## config.mk

```make
export PLATFORM = sky130hd
export DESIGN_NAME = infix_to_postfix_converter
export DESIGN_NICKNAME = d
export VERILOG_FILES = /design/src/ipc_pkg.sv /design/src/ipc_out_stage.sv /design/src/infix_to_postfix_converter.sv
export SDC_FILE = /design/constraint.sdc
export NUM_CORES = 1
export LEC_CHECK = 0
export ABC_AREA = 1
export BUFFER_PORTS_ARGS = -buffer_cell sky130_fd_sc_hd__buf_4
export CORE_UTILIZATION = 35
export DETAILED_ROUTE_END_ITERATION = 10
export RECOVER_POWER = 50
export SYNTH_ARGS = -nofsm -noshare
export SYNTH_HDL_FRONTEND = slang
export SYNTH_SLANG_ARGS = --single-unit
```

## constraint.sdc

```tcl
create_clock -name aclk -period 3.15 [get_ports aclk]
set_input_delay 0.1575 -clock aclk [delete_from_list [all_inputs] [get_ports aclk]]
set_output_delay 0.1575 -clock aclk [all_outputs]
set_load 0.01 [all_outputs]
```

## src/ipc_pkg.sv

```systemverilog
// ----------------------------------------------------------------------------
// ipc_pkg
// Shared constants, types and character tables for the infix to postfix
// converter.
// ----------------------------------------------------------------------------
package ipc_pkg;

    localparam int STACK_DEPTH = 32;
    localparam int PTR_W       = $clog2(STACK_DEPTH);
    localparam int CNT_W       = $clog2(STACK_DEPTH + 1);

    localparam logic [CNT_W-1:0] CNT_FULL = CNT_W'(STACK_DEPTH);

    // expression characters
    localparam logic [7:0] CH_SPACE  = 8'h20;
    localparam logic [7:0] CH_LPAREN = 8'h28;
    localparam logic [7:0] CH_RPAREN = 8'h29;
    localparam logic [7:0] CH_PLUS   = 8'h2B;
    localparam logic [7:0] CH_MINUS  = 8'h2D;
    localparam logic [7:0] CH_MUL    = 8'h2A;
    localparam logic [7:0] CH_DIV    = 8'h2F;
    localparam logic [7:0] CH_MOD    = 8'h25;
    localparam logic [7:0] CH_POW    = 8'h5E;

    // stack entry codes
    localparam logic [2:0] CODE_LPAREN = 3'd0;
    localparam logic [2:0] CODE_PLUS   = 3'd1;
    localparam logic [2:0] CODE_MINUS  = 3'd2;
    localparam logic [2:0] CODE_MUL    = 3'd3;
    localparam logic [2:0] CODE_DIV    = 3'd4;
    localparam logic [2:0] CODE_MOD    = 3'd5;
    localparam logic [2:0] CODE_POW    = 3'd6;
    localparam logic [2:0] CODE_NONE   = 3'd7;

    typedef enum logic [5:0] {
        ST_IDLE   = 6'b000001,
        ST_EMIT   = 6'b000010,
        ST_POP_RD = 6'b000100,
        ST_POP_EX = 6'b001000,
        ST_FIN    = 6'b010000,
        ST_SPARE  = 6'b100000
    } state_t;

    typedef enum logic [2:0] {
        MODE_CLOSE = 3'b001,
        MODE_OP    = 3'b010,
        MODE_FLUSH = 3'b100
    } mode_t;

    // request from the sequencer to the output stage
    typedef struct packed {
        logic       emit;
        logic       fin;
        logic       held;
        logic [7:0] ch;
        logic       ovf;
    } out_req_t;

    typedef struct packed {
        logic emit_ok;
        logic fin_ok;
    } out_ack_t;

    function automatic logic [2:0] f_op_code(input logic [7:0] c);
        logic [2:0] code;
        case (c)
            CH_PLUS:  code = CODE_PLUS;
            CH_MINUS: code = CODE_MINUS;
            CH_MUL:   code = CODE_MUL;
            CH_DIV:   code = CODE_DIV;
            CH_MOD:   code = CODE_MOD;
            CH_POW:   code = CODE_POW;
            default:  code = CODE_NONE;
        endcase
        return code;
    endfunction

    function automatic logic [7:0] f_code_char(input logic [2:0] code);
        logic [7:0] c;
        case (code)
            CODE_LPAREN: c = CH_LPAREN;
            CODE_PLUS:   c = CH_PLUS;
            CODE_MINUS:  c = CH_MINUS;
            CODE_MUL:    c = CH_MUL;
            CODE_DIV:    c = CH_DIV;
            CODE_MOD:    c = CH_MOD;
            CODE_POW:    c = CH_POW;
            default:     c = 8'h00;
        endcase
        return c;
    endfunction

    // '(' ranks below every operator
    function automatic logic [1:0] f_prec(input logic [2:0] code);
        logic [1:0] p;
        case (code)
            CODE_PLUS, CODE_MINUS:          p = 2'd1;
            CODE_MUL, CODE_DIV, CODE_MOD:   p = 2'd2;
            CODE_POW:                       p = 2'd3;
            default:                        p = 2'd0;
        endcase
        return p;
    endfunction

endpackage

```

## src/ipc_out_stage.sv

```systemverilog
// ----------------------------------------------------------------------------
// ipc_out_stage
// Result register and hold slot. During an end-of-expression item results
// are kept one behind so that the final one can carry the last flag.
// ----------------------------------------------------------------------------
module ipc_out_stage
    import ipc_pkg::*;
(
    input  logic       aclk,
    input  logic       aresetn,
    input  out_req_t   req_i,
    output out_ack_t   ack_o,
    output logic       m_tvalid,
    input  logic       m_tready,
    output logic [7:0] m_tdata,   // char_out
    output logic       m_tlast,
    output logic [1:0] m_tuser    // [1] overflow, [0] no_char
);

    logic       valid_reg, valid_next;
    logic [7:0] data_reg, data_next;
    logic       last_reg, last_next;
    logic       none_reg, none_next;
    logic       ovf_reg, ovf_next;
    logic       hold_valid_reg, hold_valid_next;
    logic [7:0] hold_ch_reg, hold_ch_next;
    logic       hold_ovf_reg, hold_ovf_next;
    logic       out_free;

    assign out_free      = !valid_reg || m_tready;
    assign ack_o.emit_ok = req_i.held ? (!hold_valid_reg || out_free) : out_free;
    assign ack_o.fin_ok  = out_free;

    always_comb begin
        valid_next      = valid_reg && !m_tready;
        data_next       = data_reg;
        last_next       = last_reg;
        none_next       = none_reg;
        ovf_next        = ovf_reg;
        hold_valid_next = hold_valid_reg;
        hold_ch_next    = hold_ch_reg;
        hold_ovf_next   = hold_ovf_reg;
        if (req_i.emit && ack_o.emit_ok) begin
            if (!req_i.held) begin
                valid_next = 1'b1;
                data_next  = req_i.ch;
                last_next  = 1'b0;
                none_next  = 1'b0;
                ovf_next   = req_i.ovf;
            end else begin
                if (hold_valid_reg) begin
                    valid_next = 1'b1;
                    data_next  = hold_ch_reg;
                    last_next  = 1'b0;
                    none_next  = 1'b0;
                    ovf_next   = hold_ovf_reg;
                end
                hold_valid_next = 1'b1;
                hold_ch_next    = req_i.ch;
                hold_ovf_next   = req_i.ovf;
            end
        end else if (req_i.fin && out_free) begin
            valid_next      = 1'b1;
            last_next       = 1'b1;
            hold_valid_next = 1'b0;
            if (hold_valid_reg) begin
                data_next = hold_ch_reg;
                none_next = 1'b0;
                ovf_next  = hold_ovf_reg;
            end else begin
                // nothing came out: bare end marker
                data_next = 8'h00;
                none_next = 1'b1;
                ovf_next  = req_i.ovf;
            end
        end
    end

    always_ff @(posedge aclk) begin
        if (!aresetn) begin
            valid_reg      <= 1'b0;
            hold_valid_reg <= 1'b0;
        end else begin
            valid_reg      <= valid_next;
            hold_valid_reg <= hold_valid_next;
        end
    end

    always_ff @(posedge aclk) begin
        data_reg     <= data_next;
        last_reg     <= last_next;
        none_reg     <= none_next;
        ovf_reg      <= ovf_next;
        hold_ch_reg  <= hold_ch_next;
        hold_ovf_reg <= hold_ovf_next;
    end

    assign m_tvalid = valid_reg;
    assign m_tdata  = data_reg;
    assign m_tlast  = last_reg;
    assign m_tuser  = {ovf_reg, none_reg};

endmodule

```

## src/infix_to_postfix_converter.sv

```systemverilog
// ----------------------------------------------------------------------------
// infix_to_postfix_converter
// Shunting-yard converter: infix characters in, postfix characters out.
// ----------------------------------------------------------------------------
// One character is taken per item (s_tdata), with s_tlast marking the end of
// the expression. Spaces and '(' are handled in ST_IDLE and ordinary
// characters pass through ST_EMIT. Every stack pop passes through ST_POP_RD
// and ST_POP_EX, because the operator stack is a memory with one write port
// and a registered read: ST_POP_RD addresses the top entry and ST_POP_EX
// decides and emits. An operator pops entries until the stack runs empty or
// it stops on a lower entry; ')' likewise, stopping on its '('. An end item
// flushes the stack and then gives the closing result. Results during an end
// item are held one behind so the final one carries m_tlast; an end item that
// produces nothing gives a single marker with no_char set. Pushes onto a
// full stack are dropped and set a sticky overflow flag, reported with each
// result in m_tuser. The input is not ready while an item is being worked.
// ----------------------------------------------------------------------------
module infix_to_postfix_converter
    import ipc_pkg::*;
(
    input  logic       aclk,
    input  logic       aresetn,
    input  logic       s_tvalid,
    output logic       s_tready,
    input  logic [7:0] s_tdata,   // char_in
    input  logic       s_tlast,
    output logic       m_tvalid,
    input  logic       m_tready,
    output logic [7:0] m_tdata,   // char_out
    output logic       m_tlast,
    output logic [1:0] m_tuser    // [1] overflow, [0] no_char
);

    state_t           state_reg, state_next;
    mode_t            mode_reg, mode_next;
    logic [7:0]       char_reg, char_next;
    logic             end_reg, end_next;
    logic [2:0]       opc_reg, opc_next;
    logic [CNT_W-1:0] count_reg, count_next;
    logic             overflow_reg, overflow_next;
    logic [2:0]       rd_data_reg;

    logic [2:0]       stack_mem [STACK_DEPTH];
    logic             wr_en;
    logic [2:0]       wr_data;
    logic [PTR_W-1:0] rd_addr;
    logic [CNT_W-1:0] count_dec;

    out_req_t         req;
    out_ack_t         ack;
    logic             in_fire;
    logic [2:0]       in_code;

    assign s_tready  = (state_reg == ST_IDLE);
    assign in_fire   = s_tvalid && s_tready;
    assign in_code   = f_op_code(s_tdata);
    assign count_dec = count_reg - CNT_W'(1);
    assign rd_addr   = count_dec[PTR_W-1:0];

    always_comb begin
        state_next    = state_reg;
        mode_next     = mode_reg;
        char_next     = char_reg;
        end_next      = end_reg;
        opc_next      = opc_reg;
        count_next    = count_reg;
        overflow_next = overflow_reg;
        wr_en         = 1'b0;
        wr_data       = CODE_LPAREN;
        req.emit      = 1'b0;
        req.fin       = 1'b0;
        req.held      = end_reg;
        req.ch        = f_code_char(rd_data_reg);
        req.ovf       = overflow_reg;

        case (state_reg)
            ST_IDLE: begin
                if (in_fire) begin
                    char_next = s_tdata;
                    end_next  = s_tlast;
                    opc_next  = in_code;
                    if (s_tdata == CH_SPACE || s_tdata == CH_LPAREN) begin
                        if (s_tdata == CH_LPAREN) begin
                            wr_data = CODE_LPAREN;
                            if (count_reg == CNT_FULL) begin
                                overflow_next = 1'b1;
                            end else begin
                                wr_en      = 1'b1;
                                count_next = count_reg + CNT_W'(1);
                            end
                        end
                        if (s_tlast) begin
                            mode_next  = MODE_FLUSH;
                            state_next = ST_POP_RD;
                        end
                    end else if (s_tdata == CH_RPAREN) begin
                        mode_next  = MODE_CLOSE;
                        state_next = ST_POP_RD;
                    end else if (in_code != CODE_NONE) begin
                        mode_next  = MODE_OP;
                        state_next = ST_POP_RD;
                    end else begin
                        state_next = ST_EMIT;
                    end
                end
            end

            ST_EMIT: begin
                req.emit = 1'b1;
                req.ch   = char_reg;
                if (ack.emit_ok) begin
                    mode_next  = MODE_FLUSH;
                    state_next = end_reg ? ST_POP_RD : ST_IDLE;
                end
            end

            ST_POP_RD: begin
                if (count_reg != '0) begin
                    state_next = ST_POP_EX;
                end else begin
                    case (mode_reg)
                        MODE_FLUSH: state_next = ST_FIN;
                        MODE_OP: begin
                            // stack empty: the operator goes straight on
                            wr_en      = 1'b1;
                            wr_data    = opc_reg;
                            count_next = count_reg + CNT_W'(1);
                            mode_next  = MODE_FLUSH;
                            state_next = end_reg ? ST_POP_RD : ST_IDLE;
                        end
                        default: begin
                            mode_next  = MODE_FLUSH;
                            state_next = end_reg ? ST_POP_RD : ST_IDLE;
                        end
                    endcase
                end
            end

            ST_POP_EX: begin
                case (mode_reg)
                    MODE_CLOSE: begin
                        if (rd_data_reg == CODE_LPAREN) begin
                            count_next = count_dec;
                            mode_next  = MODE_FLUSH;
                            state_next = end_reg ? ST_POP_RD : ST_IDLE;
                        end else begin
                            req.emit = 1'b1;
                            if (ack.emit_ok) begin
                                count_next = count_dec;
                                state_next = ST_POP_RD;
                            end
                        end
                    end
                    MODE_OP: begin
                        if (f_prec(rd_data_reg) >= f_prec(opc_reg)) begin
                            req.emit = 1'b1;
                            if (ack.emit_ok) begin
                                count_next = count_dec;
                                state_next = ST_POP_RD;
                            end
                        end else begin
                            wr_data = opc_reg;
                            if (count_reg == CNT_FULL) begin
                                overflow_next = 1'b1;
                            end else begin
                                wr_en      = 1'b1;
                                count_next = count_reg + CNT_W'(1);
                            end
                            mode_next  = MODE_FLUSH;
                            state_next = end_reg ? ST_POP_RD : ST_IDLE;
                        end
                    end
                    default: begin
                        // flush drops stacked '(' silently
                        if (rd_data_reg == CODE_LPAREN) begin
                            count_next = count_dec;
                            state_next = ST_POP_RD;
                        end else begin
                            req.emit = 1'b1;
                            if (ack.emit_ok) begin
                                count_next = count_dec;
                                state_next = ST_POP_RD;
                            end
                        end
                    end
                endcase
            end

            ST_FIN: begin
                req.fin = 1'b1;
                if (ack.fin_ok) begin
                    state_next = ST_IDLE;
                end
            end

            default: begin
                state_next = ST_IDLE;
            end
        endcase
    end

    always_ff @(posedge aclk) begin
        if (!aresetn) begin
            state_reg    <= ST_IDLE;
            mode_reg     <= MODE_FLUSH;
            count_reg    <= '0;
            overflow_reg <= 1'b0;
        end else begin
            state_reg    <= state_next;
            mode_reg     <= mode_next;
            count_reg    <= count_next;
            overflow_reg <= overflow_next;
        end
    end

    always_ff @(posedge aclk) begin
        char_reg <= char_next;
        end_reg  <= end_next;
        opc_reg  <= opc_next;
    end

    // operator stack, one write and one registered read per cycle
    always_ff @(posedge aclk) begin
        if (wr_en) begin
            stack_mem[count_reg[PTR_W-1:0]] <= wr_data;
        end
        rd_data_reg <= stack_mem[rd_addr];
    end

    ipc_out_stage u_out (
        .aclk     (aclk),
        .aresetn  (aresetn),
        .req_i    (req),
        .ack_o    (ack),
        .m_tvalid (m_tvalid),
        .m_tready (m_tready),
        .m_tdata  (m_tdata),
        .m_tlast  (m_tlast),
        .m_tuser  (m_tuser)
    );

    a_count_bound: assert property (@(posedge aclk) disable iff (!aresetn)
        count_reg <= CNT_FULL)
        else $error("stack count beyond depth");

    a_overflow_sticky: assert property (@(posedge aclk) disable iff (!aresetn)
        overflow_reg |=> overflow_reg)
        else $error("overflow flag cleared");

    a_fin_empty: assert property (@(posedge aclk) disable iff (!aresetn)
        state_reg == ST_FIN |-> count_reg == '0)
        else $error("closing result with operators still stacked");

    a_marker_form: assert property (@(posedge aclk) disable iff (!aresetn)
        m_tvalid && m_tuser[0] |-> m_tlast && m_tdata == 8'h00)
        else $error("end marker malformed");

endmodule
```

==> metrics.md <==
| Metric | Value |
|---|---|
| Worst setup startpoint | `rd_data_reg[2]$_DFF_P_` |
| Post-synth EDFFs | `128` |
| Worst relative slew slack | `0.4881` |
| ANT cells | `0` |
| Hold buffers post-CTS | `9` |
| Sequential share of the synthesized area | `0.5657` |
| Top-count cell post-synth | `nand2_1` |
| Multiplexer area fraction after synthesis | `0.005312` |
| Hold Vio Cnt, Final | `0` |
| CP Cell Sequence | `o21ai_0, o21ai_0, ha_1, nand2_1, nand3_2, nor2_1, nand2_1, o21ai_0, inv_2, o31ai_4, nand4_4, nor2_1` |
| FMAX | `approximately 0.35 GHz` |
| Row count | `between 50 and 60` |
| Setup bufs post-CTS | `0` |
| Hold Path Depth | `2` |
| Largest net degree at the start of global routing | `56` |
| Core outline area | `21,090 um2` |
| Critical Path AT | `roughly 3000 ps` |
| Critical Path RT | `~3300 ps` |
| Tmin final | `between 2000 and 3000 ps` |
| Clk sinks | `approximately 150` |
| PortBufs | `25` |
| Slowest library cell on the worst path | `dfxtp_1` |
| First-pass GRT wire length | `28.81 mm` |
| Post-Synth XOR/XNOR Area | `0.01245` |
| Mapped Nets | `slightly above 800` |
| Outcome | `finished clean` |
| Tcrit/Tclk final | `0.9028` |
| Crit path kind | `reg2reg` |
| CP most frequent cell | `o21ai_0` |
| Largest register FFs | `96` |
| Root Buffer | `clkbuf_16` |
| Routed wire length | `17.93 mm` |
| Layout cells sized above 1 | `0.1000` |
| Wire per inst | `15.94 um` |
| Max-Cap Viols | `0` |
| Critical Path End Type | `flop` |
| Synth area leaders | `edfxtp_1 51%, nand2_1 7.2%, nor2_1 7.0%` |
| PnR worst setup slack | `slightly above 300 ps` |
| Final #Nets | `857` |
| Leakage power | `approximately 3.4 nW` |
| DR DRC count | `0` |
| Pin slew with the least headroom to its limit | `roughly 760 ps` |
| Final setup viols | `0` |
| Antenna-violating nets left | `0` |
| Largest area contributor in the netlist | `edfxtp_1` |
| Num ports | `26` |
| Iter 0 DRT Violations | `~440` |
| RSZ-0062 raised after global routing | `no` |
| Complex-gate fraction of the synthesized area | `0.1157` |
| Hpwl dp | `between 10 and 15 mm` |
| Post-Syn Area | `between 7000 and 8000 um2` |
| Post-synthesis adder-cell area fraction | `0.01162` |
| Synth top area share | `0.5100` |
| FFs w/ async S/R, synth | `0` |
| Syn_area_per_cell | `roughly 9.4 um2` |
| Layout Area Growth over Synthesis | `14.26%` |
| Number of global-route vias before repair | `between 5,000 and 6,000` |
| H-tree Lvls | `4` |
| YS warnings | `0` |
| Crit start category | `flop` |
| PostCTS Resize Cnt | `0` |
| Mapped Cells | `800` |
| Layout Utilization | `0.4084` |
| Power per cell area | `617.6 nW/um2` |
| Placed insts | `roughly 1,100` |
| CTS tree | `built` |
| Max VDD drop | `between 0.4 and 0.5 mV` |
| CP Max Fanout | `8` |
| Max stage delay on crit path | `about 420 ps` |
| Reg2reg start | `rd_data_reg[2]$_DFF_P_` |
| HP Start | `aresetn` |
| CTS Buf Count | `17` |
| Clk_lat worst skew | `430 ps` |
| Post-Place Setup Slack | `around 310 ps` |
| Total Routing Usage GR | `0.1722` |
| Fin cells | `1,125` |
| Initial Util | `0.3574` |
| Vias/cell | `a little over 5` |
| Worst Reg-to-Reg Cells | `12` |
| Clk_skew | `about 14 ps` |
| Clk slew on worst S/H paths | `70 ps` |
| Top delay family on crit path | `simple AND/OR/NAND/NOR gates` |
| Total Neg Setup Slack | `0 ps` |
| Levels on crit path | `12` |
| Die area | `22,130 um2` |
| Cell variety after synth | `45` |
| Die X | `roughly 150 um` |
| CTS Buffer Depth | `2` |
| Drt first pass iters | `5` |
| CP Buf/Inv Count | `1` |
| Hold Path Class | `in2reg` |
| Initial antenna violation count | `0` |
| Gr ovfl total | `0` |
| #FFs+latches synth | `between 100 and 150` |
| Main combinational cell family by area after synthesis | `simple AND/OR/NAND/NOR gates` |
| Gpl congestion | `0.8559` |
| Vias | `5,793` |
| Max-slew violation count | `0` |
| Most frequent cells after synthesis | `145 x nand2_1, 140 x nor2_1, 128 x edfxtp_1, 74 x o21ai_0, 56 x inv_1` |
| Die height | `148.7 um` |
| Post-synthesis simple-gate area fraction | `0.2337` |
| Main flop type after synthesis | `edfxtp_1` |
-- area by class of cell --
type                            count  area (um2)
Clock buffer                       17       425.4
Clock inverter                     15       176.4
Fill cell                        2085       12480
Inverter                           69       262.8
Multi-Input combinational cell    552        2846
Sequential cell                   149        4264
Tap cell                          275       344.1
Timing Repair Buffer               48       292.8
-- metal layers --
| metal | wire (um) | vias up | global-route usage |
|---|---|---|---|
| li1 | - | 2849 | - |
| met1 | 8236 | 2744 | 0.2263 |
| met2 | 8384 | 180 | 0.2820 |
| met3 | 1071 | 20 | 0.03945 |
| met4 | 237 | 0 | 0.05255 |
| met5 | 0 | - | 0 |
-- path summary, 6_finish.rpt --
check | to | slack (ps)
setup / recovery | stack_mem[25][1]$_DFFE_PP_ | 310
setup reg to reg | stack_mem[25][1]$_DFFE_PP_ | 310
hold reg to reg | u_out.hold_ovf_reg$_DFFE_PP_ | 440
hold / removal | state_reg[0]$_SDFFE_PN1P_ | 10
-- where the power goes --
part / internal [mW] / switching [mW]
Combinational: 0.333 / 0.726
Clock: 1.08 / 0.956
Sequential: 2.17 / 0.0547
-- cells by family (layout without fill, tap and decap cells) --
logic type,after synthesis,after routing
and+or+nand+nor,381,381
AOI/OAI and AO/OA,150,150
adders and majority gates,7,7
other,1,1
xor gates and xnor gates,9,9
muxes,4,4
buffers and inverters,99,149
DFF,149,149
-- cell usage in the layout, fill, tap and decap left out, types with 2 or more instances in the layout --
cell	n
clkbuf_1	22
o21ai_0	77
dfxtp_1	21
clkbuf_16	17
nor2_1	140
ha_1	7
inv_6	3
inv_2	7
nor2_8	2
clkinv_1	3
nand3_1	51
a31oi_1	3
a21oi_1	19
xor2_1	7
nand4_1	9
dlygate4sd3_1	9
nand3b_1	2
nand4_4	4
o22ai_1	11
nand2_1	145
nor3_1	7
nand3_4	2
clkbuf_2	3
o211ai_1	13
inv_8	5
edfxtp_1	128
buf_4	14
mux2i_1	4
nor2_2	9
o21ai_1	11
nand3_2	4
inv_1	58
clkinv_8	4
o221ai_1	13
-- stage by stage --
| step | total power, mW | hold slack, ps | cell area [um2] |
|---|---|---|---|
| CTS | 5.348 | 6.947 | 8731 |
| detailed placement | 3.321 | 354.6 | 8039 |
| finish | 5.318 | 14.98 | 8612 |
| global route | 5.572 | 9.423 | 8612 |
| floorplan | 3.011 | 256.4 | 7542 |
| global placement | 3.323 | 354.4 | 8039 |
-- worst register-to-register path: cells and delay by family (launching register included) --
| family | cells | cell delay (ps) |
|---|---|---|
| AOI/OAI and AO/OA | 4 | 620 |
| and+or+nand+nor | 6 | 1120 |
| DFF | 1 | 420 |
| adders and majority gates | 1 | 280 |
| buffers and inverters | 1 | 100 |
Power figures use the tool's default switching activity.
